**config.mk**
```make
export PLATFORM = sky130hd
export DESIGN_NAME = integer_to_ascii_formatter_unit
export DESIGN_NICKNAME = d
export VERILOG_FILES = /design/src/rtl/itoa_pkg.sv /design/src/rtl/itoa_cell.sv /design/src/rtl/integer_to_ascii_formatter_unit.sv
export VERILOG_INCLUDE_DIRS = /design/src /design/src/rtl
export SDC_FILE = /design/constraint.sdc
export NUM_CORES = 1
export LEC_CHECK = 0
export ABC_CLOCK_PERIOD_IN_PS = 4590
export BUFFER_PORTS_ARGS = -buffer_cell sky130_fd_sc_hd__clkbuf_2
export CAP_MARGIN = 20
export CORE_ASPECT_RATIO = 2
export CORE_MARGIN = 4
export CORE_UTILIZATION = 55
export DETAILED_ROUTE_END_ITERATION = 10
export PLACE_DENSITY = 0.75
export SETUP_SLACK_MARGIN = 0.3
export SYNTH_ARGS = -nofsm -noshare
export SYNTH_HDL_FRONTEND = slang
export SYNTH_SLANG_ARGS = --single-unit
export TNS_END_PERCENT = 10
```
**constraint.sdc**
```tcl
create_clock -name clk -period 4.59 [get_ports clk]
set_input_delay 0.918 -clock clk [delete_from_list [all_inputs] [get_ports clk]]
set_output_delay 0.918 -clock clk [all_outputs]
set_load 0.01 [all_outputs]
```
**src/rtl/integer_to_ascii_formatter_unit_defines.svh**
```systemverilog
// assertion macros for the integer to ascii formatter
`ifndef INTEGER_TO_ASCII_FORMATTER_UNIT_DEFINES_SVH
`define INTEGER_TO_ASCII_FORMATTER_UNIT_DEFINES_SVH

// checked only outside reset
`define ITOA_ASSERT(lbl, prop, msg) \
  lbl: assert property (@(posedge clk) disable iff (rst) (prop)) else $error(msg);

// checked in every cycle, reset included
`define ITOA_ASSERT_ALWAYS(lbl, prop, msg) \
  lbl: assert property (@(posedge clk) (prop)) else $error(msg);

`endif

```
**src/rtl/itoa_pkg.sv**
```systemverilog
// shared types, constants and a character function for the integer to ascii formatter
`default_nettype none

package itoa_pkg;

  localparam int NCELL = 16;
  localparam int DIGW  = 4;
  localparam int BINW  = 32;
  localparam int CHW   = 7;
  localparam int CNTW  = 5;
  localparam int HEXW  = 8;

  localparam logic [2:0] MODE_SDEC = 3'd0;
  localparam logic [2:0] MODE_UDEC = 3'd1;
  localparam logic [2:0] MODE_HEXL = 3'd2;
  localparam logic [2:0] MODE_HEXU = 3'd3;
  localparam logic [2:0] MODE_PTR  = 3'd4;

  localparam logic [CHW-1:0] CHAR_ZERO    = 7'h30;
  localparam logic [CHW-1:0] CHAR_X       = 7'h78;
  localparam logic [CHW-1:0] CHAR_MINUS   = 7'h2d;
  localparam logic [CHW-1:0] CHAR_LOWER_A = 7'h61;
  localparam logic [CHW-1:0] CHAR_UPPER_A = 7'h41;

  typedef enum logic [1:0] {
    CELL_HOLD,
    CELL_LOAD,
    CELL_DABBLE,
    CELL_SHIFT
  } cell_op_t;

  function automatic logic [CHW-1:0] hex_char(input logic [DIGW-1:0] d, input logic upper);
    logic [CHW-1:0] base;
    base = upper ? CHAR_UPPER_A : CHAR_LOWER_A;
    if (d < 4'd10) begin
      hex_char = CHAR_ZERO + {3'b000, d};
    end else begin
      hex_char = base + {3'b000, d} - 7'd10;
    end
  endfunction

endpackage

`default_nettype wire

```
**src/rtl/itoa_cell.sv**
```systemverilog
// one digit cell of the conversion chain: load, double-dabble step, digit shift or hold
`default_nettype none

module itoa_cell (
  input  wire                          clk,
  input  itoa_pkg::cell_op_t           op,
  input  wire  [itoa_pkg::DIGW-1:0]    load_digit,
  input  wire  [itoa_pkg::DIGW-1:0]    digit_in,
  input  wire                          bit_in,
  output logic [itoa_pkg::DIGW-1:0]    digit,
  output logic                         bit_out
);

  logic [itoa_pkg::DIGW-1:0] adj;

  // add three before the shift when the digit would overflow past nine
  assign adj     = (digit >= 4'd5) ? (digit + 4'd3) : digit;
  assign bit_out = adj[itoa_pkg::DIGW-1];

  always_ff @(posedge clk) begin
    unique case (op)
      itoa_pkg::CELL_HOLD:   digit <= digit;
      itoa_pkg::CELL_LOAD:   digit <= load_digit;
      itoa_pkg::CELL_DABBLE: digit <= {adj[itoa_pkg::DIGW-2:0], bit_in};
      itoa_pkg::CELL_SHIFT:  digit <= digit_in;
      default:               digit <= digit;
    endcase
  end

endmodule

`default_nettype wire

```
**src/rtl/integer_to_ascii_formatter_unit.sv**
```systemverilog
// top level of the integer to ascii formatter: control, digit chain and output register
//
// Prints one integer per input transfer as ASCII text, most significant character
// first, one character per output transfer; the final character carries last_char
// and the character count. Modes: signed decimal, unsigned decimal, lower and upper
// hex of the low 32 bits, and pointer ("0x" plus lowercase hex of all 64 bits).
// Leading zeros are dropped. Undefined modes are taken and produce nothing.
// Steps per item: the accept, then for decimal modes a double-dabble pass over the
// 32-bit magnitude through the 16-cell digit chain, then the shifting out of each
// suppressed leading zero (up to 15) and the search for the first digit, then the
// emitted characters including the sign or the "0x" prefix, each held by any output
// stall. The next item is accepted as soon as its last character sits in the output
// register.
`default_nettype none
`include "integer_to_ascii_formatter_unit_defines.svh"

module integer_to_ascii_formatter_unit (
  input  wire         clk,
  input  wire         rst,
  input  wire         in_valid,
  output logic        in_ready,
  input  wire  [2:0]  cmd,
  input  wire  [63:0] value,
  output logic        out_valid,
  input  wire         out_ready,
  output logic [6:0]  char_out,
  output logic        last_char,
  output logic [4:0]  char_count
);

  localparam int NCELL = itoa_pkg::NCELL;
  localparam int DIGW  = itoa_pkg::DIGW;
  localparam int BINW  = itoa_pkg::BINW;
  localparam int CNTW  = itoa_pkg::CNTW;

  typedef enum logic [4:0] {
    S_IDLE = 5'b00001,
    S_CONV = 5'b00010,
    S_SKIP = 5'b00100,
    S_PRE  = 5'b01000,
    S_EMIT = 5'b10000
  } state_t;

  state_t               state;
  logic [BINW-1:0]      bin;
  logic [4:0]           conv_cnt;
  logic [CNTW-1:0]      remain;
  logic [CNTW-1:0]      cnt;
  logic [1:0]           pre_left;
  logic                 is_ptr;
  logic                 upper;

  logic                 in_fire;
  logic                 adv;
  logic                 emit_now;
  logic                 shift_skip;
  logic                 mode_ok;
  logic                 is_dec;
  logic                 neg;
  logic [BINW-1:0]      low;
  logic [BINW-1:0]      mag;
  itoa_pkg::cell_op_t   op;

  logic [DIGW-1:0]      dig  [NCELL];
  logic                 bout [NCELL];
  logic [DIGW-1:0]      ldig [NCELL];

  assign in_ready   = (state == S_IDLE);
  assign in_fire    = in_valid && in_ready;
  assign adv        = !out_valid || out_ready;
  assign emit_now   = adv && ((state == S_PRE) || (state == S_EMIT));
  assign mode_ok    = (cmd <= itoa_pkg::MODE_PTR);
  assign is_dec     = (cmd == itoa_pkg::MODE_SDEC) || (cmd == itoa_pkg::MODE_UDEC);
  assign low        = value[BINW-1:0];
  assign neg        = (cmd == itoa_pkg::MODE_SDEC) && low[BINW-1];
  assign mag        = neg ? (32'd0 - low) : low;
  assign shift_skip = (state == S_SKIP) && (dig[NCELL-1] == 4'd0) && (remain > 5'd1);

  always_comb begin
    unique case (state)
      S_IDLE:  op = in_fire ? itoa_pkg::CELL_LOAD : itoa_pkg::CELL_HOLD;
      S_CONV:  op = itoa_pkg::CELL_DABBLE;
      S_SKIP:  op = shift_skip ? itoa_pkg::CELL_SHIFT : itoa_pkg::CELL_HOLD;
      S_EMIT:  op = adv ? itoa_pkg::CELL_SHIFT : itoa_pkg::CELL_HOLD;
      default: op = itoa_pkg::CELL_HOLD;
    endcase
  end

  for (genvar i = 0; i < NCELL; i++) begin : g_cell
    if (i < itoa_pkg::HEXW) begin : g_low
      assign ldig[i] = (cmd == itoa_pkg::MODE_PTR || cmd == itoa_pkg::MODE_HEXL ||
                        cmd == itoa_pkg::MODE_HEXU) ? value[DIGW*i +: DIGW] : 4'd0;
    end else begin : g_high
      assign ldig[i] = (cmd == itoa_pkg::MODE_PTR) ? value[DIGW*i +: DIGW] : 4'd0;
    end

    if (i == 0) begin : g_first
      itoa_cell u_cell (
        .clk        (clk),
        .op         (op),
        .load_digit (ldig[i]),
        .digit_in   (4'd0),
        .bit_in     (bin[BINW-1]),
        .digit      (dig[i]),
        .bit_out    (bout[i])
      );
    end else begin : g_rest
      itoa_cell u_cell (
        .clk        (clk),
        .op         (op),
        .load_digit (ldig[i]),
        .digit_in   (dig[i-1]),
        .bit_in     (bout[i-1]),
        .digit      (dig[i]),
        .bit_out    (bout[i])
      );
    end
  end

  always_ff @(posedge clk) begin
    if (rst) begin
      state     <= S_IDLE;
      out_valid <= 1'b0;
    end else begin
      if (emit_now) begin
        out_valid <= 1'b1;
      end else if (out_ready) begin
        out_valid <= 1'b0;
      end
      unique case (state)
        S_IDLE: begin
          if (in_fire && mode_ok) begin
            remain   <= CNTW'(NCELL);
            cnt      <= '0;
            upper    <= (cmd == itoa_pkg::MODE_HEXU);
            is_ptr   <= (cmd == itoa_pkg::MODE_PTR);
            pre_left <= (cmd == itoa_pkg::MODE_PTR) ? 2'd2 : (neg ? 2'd1 : 2'd0);
            bin      <= mag;
            conv_cnt <= '0;
            state    <= is_dec ? S_CONV : S_SKIP;
          end
        end
        S_CONV: begin
          bin      <= bin << 1;
          conv_cnt <= conv_cnt + 5'd1;
          if (conv_cnt == 5'(BINW-1)) begin
            state <= S_SKIP;
          end
        end
        S_SKIP: begin
          if (shift_skip) begin
            remain <= remain - 5'd1;
          end else begin
            state <= (pre_left != 2'd0) ? S_PRE : S_EMIT;
          end
        end
        S_PRE: begin
          if (adv) begin
            char_out   <= is_ptr ? ((pre_left == 2'd2) ? itoa_pkg::CHAR_ZERO : itoa_pkg::CHAR_X)
                                 : itoa_pkg::CHAR_MINUS;
            last_char  <= 1'b0;
            char_count <= '0;
            cnt        <= cnt + 5'd1;
            pre_left   <= pre_left - 2'd1;
            if (pre_left == 2'd1) begin
              state <= S_EMIT;
            end
          end
        end
        S_EMIT: begin
          if (adv) begin
            char_out   <= itoa_pkg::hex_char(dig[NCELL-1], upper);
            remain     <= remain - 5'd1;
            cnt        <= cnt + 5'd1;
            last_char  <= (remain == 5'd1);
            char_count <= (remain == 5'd1) ? (cnt + 5'd1) : 5'd0;
            if (remain == 5'd1) begin
              state <= S_IDLE;
            end
          end
        end
        default: state <= S_IDLE;
      endcase
    end
  end

  `ITOA_ASSERT_ALWAYS(a_reset_idle, rst |=> (state == S_IDLE && !out_valid), "reset must leave the block idle and empty")
  `ITOA_ASSERT(a_emit_remain, (state == S_EMIT) |-> (remain != 5'd0), "emit with no digit positions left")
  `ITOA_ASSERT(a_last_count, (out_valid && last_char) |-> (char_count != 5'd0 && char_count <= 5'd18), "final character count out of range")
  `ITOA_ASSERT(a_mid_count, (out_valid && !last_char) |-> (char_count == 5'd0), "count shown before final character")
  `ITOA_ASSERT(a_conv_len, (state == S_CONV && conv_cnt != 5'(BINW-1)) |=> (state == S_CONV), "conversion pass ended early")

endmodule

`default_nettype wire
```
==> results.toml, run 1 <==
[synthesis]
syn_area_per_cell_um2 = 10.3
synth_async_sr_flop_share_pct = 0
syn_nets = 951
synth_top_area_share_pct = 44.7
ys_seq_elements = 134
yosysMostFrequentCell = "edfxtp_1"
synth_cell_type_count = 66
syn-instance-count = 838
synthesis.area_um2 = 8600
yosysTopAreaCell = "edfxtp_1"
synth_ff_type = "edfxtp_1"
yosysWarnings = 0
yosys-top-cells-area = "edfxtp_1, ha_1, o21ai_0"
synth-edff-count = 128
ys_seq_area_share_pct = 46.1
synth_commonest_cells = "edfxtp_1, nand2_1, o21ai_0, nor2_1, a21oi_1"

[worst_setup_path]
crit_type = "flip-flop to primary output"
arrival_ns = 1.99
cp-end-kind = "primary output"
start_kind = "flip-flop"
critical_path_required_ns = 3.67
rrSetupSlack_ns = 1.76
cp_max_fo = 9

[floorplan]
dieArea_um2 = 17800
rows = 64
pin_count = 86
core_area_um2 = 15300
start_util_pct = 56.2
die_w_um = 96.4
die_y_um = 185

[place]
port_buffers = 85
gp_congestion = 0.917
dp_hpwl_um = 15900
dp_slack_ns = 1.71

[timing]
fmax_mhz = 343
final_hold_viol_count = 0
skew_ns = 0.00882
rsz0062_at_grt = "false"
finalCriticalPeriod_ns = 2.91
fin_crit_sh_pct = 63.4
finalSetupTns_ns = 0
tightest_slew_ns = 0.856
relSlewSlack_pct = 42.9
setup_ws_ns = 1.68
setup_viol = 0
maxSlewViolCount = 0

[clock_tree]
cts_root_buf = "clkbuf_16"
post_cts_resize_count = 0
tritoncts = "done"
clkLatencyLatePin_ns = 0.42
path_clk_slew_ns = 0.06
cts_hold_buf = 0
htreeDepth = 4
cts_buffers = 17
post-cts-setup-buffers = 0
cts.sinks = 134
clockBufferDepth = 2

[power_and_ir_drop]
p_per_area_nw_per_um2 = 423
p_leak_uw = 0.00359
p_int_uw = 2780
combPwrFrac_pct = 23.8
power_switching_uw = 1330
p_seq_share_pct = 43.3
power_frac_clock_pct = 32.9
p_sw_share_pct = 32.3
finalPower_uw = 4110
ir_drop_mv = 0.306

[final_layout]
nFillCells = 1263
multiInputGateArea_um2 = 4210
diodes = 0
nets = 1022
seqCellArea_um2 = 3960
drive_above_1_share_pct = 17.9
area_growth_pct = 12.9

[min_path]
hp-class = "flip-flop to flip-flop"

[global_route]
grt_usage_pct = 25.1
antenna_found_initial = 0
grt_pass1_vias = 6929
grt_max_degree = 80
grt_overflow = 0
grt_pass1_wl_um = 34300

[route]
drc_errors = 0
vias_per_cell = 6.28
ant_nets = 0
routedWlPerCell_um = 19.6
vias = 7039
drt_iter0_drc = 480
firstDrtPassIters = 4
drt-total-wl_um = 21900

[flow_run]
maxCapViolations = 0

[run_status]
status = "finished, final reports clean"
==> cell families (layout without fill, tap and decap cells) <==
| kind of cell | Yosys count | count (layout) | share of synthesized area (%) |
|---|---|---|---|
| adders and majority gates | 42 | 42 | 6.11 |
| AOI/OAI and AO/OA | 238 | 238 | 19.7 |
| muxes | 2 | 2 | 0.233 |
| xor gates and xnor gates | 54 | 54 | 5.50 |
| and+or+nand+nor | 276 | 276 | 17.1 |
| DFF | 134 | 134 | 46.1 |
| buffers and inverters | 92 | 176 | 5.28 |
==> critical path, stage by stage, from the launching register on <==
cell and delay (ns):
dfxtp_1 0.34, or3_4 0.42, nor3b_2 0.57, clkbuf_2 0.25
==> power by group through the flow <==
stage,Clock (uW),Combinational (uW),Sequential (uW)
2_1_floorplan,0,722,1750
3_5_place_dp,0,970,1800
3_3_place_gp,0,947,1800
5_1_grt,1410,1080,1800
4_1_cts,1360,977,1780
6_report,1350,977,1780
==> registers in the layout, summed over array words and instances, names as in the netlist <==
| signal | cells |
|---|---|
| g_cell.g_rest.u_cell.digit | 60 |
| bin | 32 |
| char_out | 7 |
| char_count | 5 |
| cnt | 5 |
| conv_cnt | 5 |
| remain | 5 |
| state | 5 |
| g_cell.g_first.u_cell.digit | 4 |
| pre_left | 2 |
| is_ptr | 1 |
| last_char | 1 |
| out_valid | 1 |
| upper | 1 |
==> layout make-up <==
class                   instances  share of cell area [%]
multi-input cells             612                    43.4
flip-flops and latches        134                    40.8
repair buffers                 95                    5.36
clock buffers                  19                    4.46
well taps                     198                    2.55
inverters                      49                    1.89
clock inverters                13                    1.52
==> cells in the final DEF, fill, tap and decap left out, drive strengths merged, types with 4 or more instances in the layout <==
cell type,Yosys,routed
edfxtp,128,128
clkbuf,18,104
nand2,70,70
o21ai,62,62
nor2,57,57
a21oi,57,57
nand3,53,53
inv,49,53
ha,42,42
xnor2,32,32
nor3b,31,31
xor2,22,22
o211ai,22,22
o221ai,18,18
nand2b,16,16
a221o,13,13
nor3,13,13
a21o,10,10
a32oi,10,10
buf,25,10
a31oi,9,9
o41ai,9,9
a211oi,9,9
o31ai,7,7
nor2b,6,6
dfxtp,6,6
nor4,5,5
and3,4,4
and2,4,4
clkinv,0,4
==> final timing paths <==
kind	end	cells past startpoint	start
worst min register to register	bin[4]	2	bin[3]
worst max register to register	g_cell[3].g_rest.u_cell.digit[1]	7	g_cell[15].g_rest.u_cell.digit[1]
worst min-delay path	bin[4]	2	bin[3]
worst max-delay path	in_ready	3	state[2]
==> per-layer routing <==
metal,vias to the layer above,wire length (um),global-route usage (%)
met5,-,0,0
met4,0,1030,12.3
met3,82,1140,4.23
met2,290,12100,46.8
met1,3378,7680,26.4
li1,3289,-,-
==> per-stage QoR <==
stage | hold slack, ns | utilization (%) | area, um2 | std cells
2_1_floorplan | 0.496 | - | 8600 | 838
3_3_place_gp | 0.503 | 59.5 | 9100 | 1087
3_5_place_dp | 0.522 | 59.5 | 9100 | 1087
4_1_cts | 0.539 | 63.3 | 9680 | 1119
5_1_grt | 0.563 | 63.5 | 9710 | 1120
6_report | 0.533 | 63.5 | 9710 | 1120
Note: power is estimated with default switching activity, not from simulation.
==> run 2: changes to the inputs <==
--- a/config.mk
+++ b/config.mk
@@ -6,14 +6,14 @@
 export SDC_FILE = /design/constraint.sdc
 export NUM_CORES = 1
 export LEC_CHECK = 0
-export ABC_CLOCK_PERIOD_IN_PS = 4590
+export ABC_CLOCK_PERIOD_IN_PS = 2600
 export BUFFER_PORTS_ARGS = -buffer_cell sky130_fd_sc_hd__clkbuf_2
 export CAP_MARGIN = 20
 export CORE_ASPECT_RATIO = 2
 export CORE_MARGIN = 4
-export CORE_UTILIZATION = 55
+export CORE_UTILIZATION = 54
 export DETAILED_ROUTE_END_ITERATION = 10
-export PLACE_DENSITY = 0.75
+export PLACE_DENSITY = 0.77
 export SETUP_SLACK_MARGIN = 0.3
 export SYNTH_ARGS = -nofsm -noshare
 export SYNTH_HDL_FRONTEND = slang
==> constraint.sdc (replaced) <==
create_clock -name clk -period 2.6 [get_ports clk]
set_input_delay 0.52 -clock clk [delete_from_list [all_inputs] [get_ports clk]]
set_output_delay 0.52 -clock clk [all_outputs]
set_load 0.01 [all_outputs]
==> results.toml, run 2 (synthesis gave the netlist of run 1 again) <==
[run_status]
status = "finished, final reports clean"

[worst_setup_path]
cp_slowest_cell = "or3_4"
cp-end-kind = "primary output"
critPathMaxStageDelay_ns = 0.40
arrival_ns = 1.72
start_kind = "flip-flop"
path_cells = "or3_4, nor3b_2, clkbuf_2"
critical_path_required_ns = 2.08
crit_type = "flip-flop to primary output"
cp_max_fo = 5

[final_layout]
finish.utilization_pct = 63.0
multiInputGateArea_um2 = 4230
max_flop_register = "g_cell.g_rest.u_cell.digit"
top_regs = "g_cell.g_rest.u_cell.digit: 60 flops, bin: 32 flops, char_out: 7 flops"
layout.cells.most_common = "edfxtp_1"
diodes = 0
nFillCells = 1282
largest_reg_flops = 60
nets = 1039
final_cells = 1140
area_growth_pct = 15.0
drive_above_1_share_pct = 20.2
seqCellArea_um2 = 3970
final_cell_mix = "edfxtp_1, clkbuf_2, nand2_1, o21ai_0, nor2_1"

[route]
drt-total-wl_um = 22700
vias_per_cell = 6.23
drt_iter0_drc = 369
routedWlPerCell_um = 19.9
firstDrtPassIters = 5
ant_nets = 0
vias = 7106
drc_errors = 0

[floorplan]
dieArea_um2 = 18100
rows = 65
start_util_pct = 54.8
die_w_um = 97.2
die_y_um = 186
core_area_um2 = 15700
pin_count = 86

[timing]
setup_viol = 0
fin_crit_sh_pct = 86.1
relSlewSlack_pct = 66.5
maxSlewViolCount = 0
tightest_slew_ns = 0.499
holdWs_ns = 0.395
fmax_mhz = 447
skew_ns = 0.0181
final_hold_viol_count = 0
rsz0062_at_grt = "false"
finalSetupTns_ns = 0
finalCriticalPeriod_ns = 2.24

[power_and_ir_drop]
power_frac_clock_pct = 32.7
ir_drop_mv = 0.525
p_int_uw = 4900
power_switching_uw = 2400
p_seq_share_pct = 43.0
p_leak_uw = 0.00370
p_per_area_nw_per_um2 = 739
combPwrFrac_pct = 24.3
p_sw_share_pct = 32.9

[place]
gp_congestion = 0.926
port_buffers = 85
dp_hpwl_um = 16300
dp.cells = 1108

[clock_tree]
post-cts-setup-buffers = 0
cts_buffers = 17
clockBufferDepth = 2
cts.sinks = 134
htreeDepth = 4
tritoncts = "done"
path_clk_slew_ns = 0.06
clkLatencyLatePin_ns = 0.44
post_cts_resize_count = 0
cts_root_buf = "clkbuf_16"
cts_hold_buf = 0

[global_route]
grt_pass1_wl_um = 36600
grt_pass1_vias = 7284
grt_max_degree = 49
antenna_found_initial = 0
grt_overflow = 0
grt_usage_pct = 25.1

[flow_run]
maxCapViolations = 0

[min_path]
hp-class = "input port to flip-flop"
-- run 2: changes by cell type in the layout (fill, tap and decap cells not counted), sizes merged --
cell	before	now
buf	10	27
inv	53	54
bufinv	2	1
-- run 2: area by class of cell --
type	count	area share (%)
Clock buffer	19	4.58
Clock inverter	13	1.21
Inverter	49	1.86
Multi-Input combinational cell	612	42.7
Sequential cell	134	40.1
Tap cell	201	2.54
Timing Repair Buffer	112	6.97
-- run 2: critical path, delay by kind of cell, from the launching register on --
kind	cells	cell delay, ns
flip-flops	1	0.35
buffers and inverters	1	0.21
AND/OR/NAND/NOR	2	0.74
-- run 2: metal layers --
layer,vias to the layer above,global-route usage (%),wire (um)
met3,81,4.71,1310
met2,307,48.2,12700
met4,0,12.4,1140
li1,3324,-,-
met1,3394,25.4,7530
met5,-,0,0
-- run 2: power groups by stage --
stage                     Combinational [uW]  Sequential (uW)  Clock [uW]
after floorplan                         1280             3060           0
after global placement                  1710             3160           0
after detailed placement                1750             3180           0
after CTS                               1780             3130        2400
after global routing                    1990             3190        2490
final                                   1780             3140        2390
-- run 2: worst paths after layout --
check                                from                                end  slack [ns]  cells past startpoint
worst max register to register  remain[0]  g_cell[11].g_rest.u_cell.digit[2]        0.39                      6
worst min-delay path            value[48]  g_cell[12].g_rest.u_cell.digit[0]        0.39                      2
worst max-delay path             state[3]                           in_ready        0.36                      3
worst min register to register    bin[18]                            bin[19]        0.52                      2
-- run 2: through the flow --
step                      setup slack, ns  power, uW  area [um2]
after floorplan                    0.0751       4350        8620
after global placement              0.113       4870        9300
after detailed placement            0.106       4930        9300
after CTS                           0.307       7310        9870
after global routing                0.307       7670        9890
final                               0.362       7310        9890
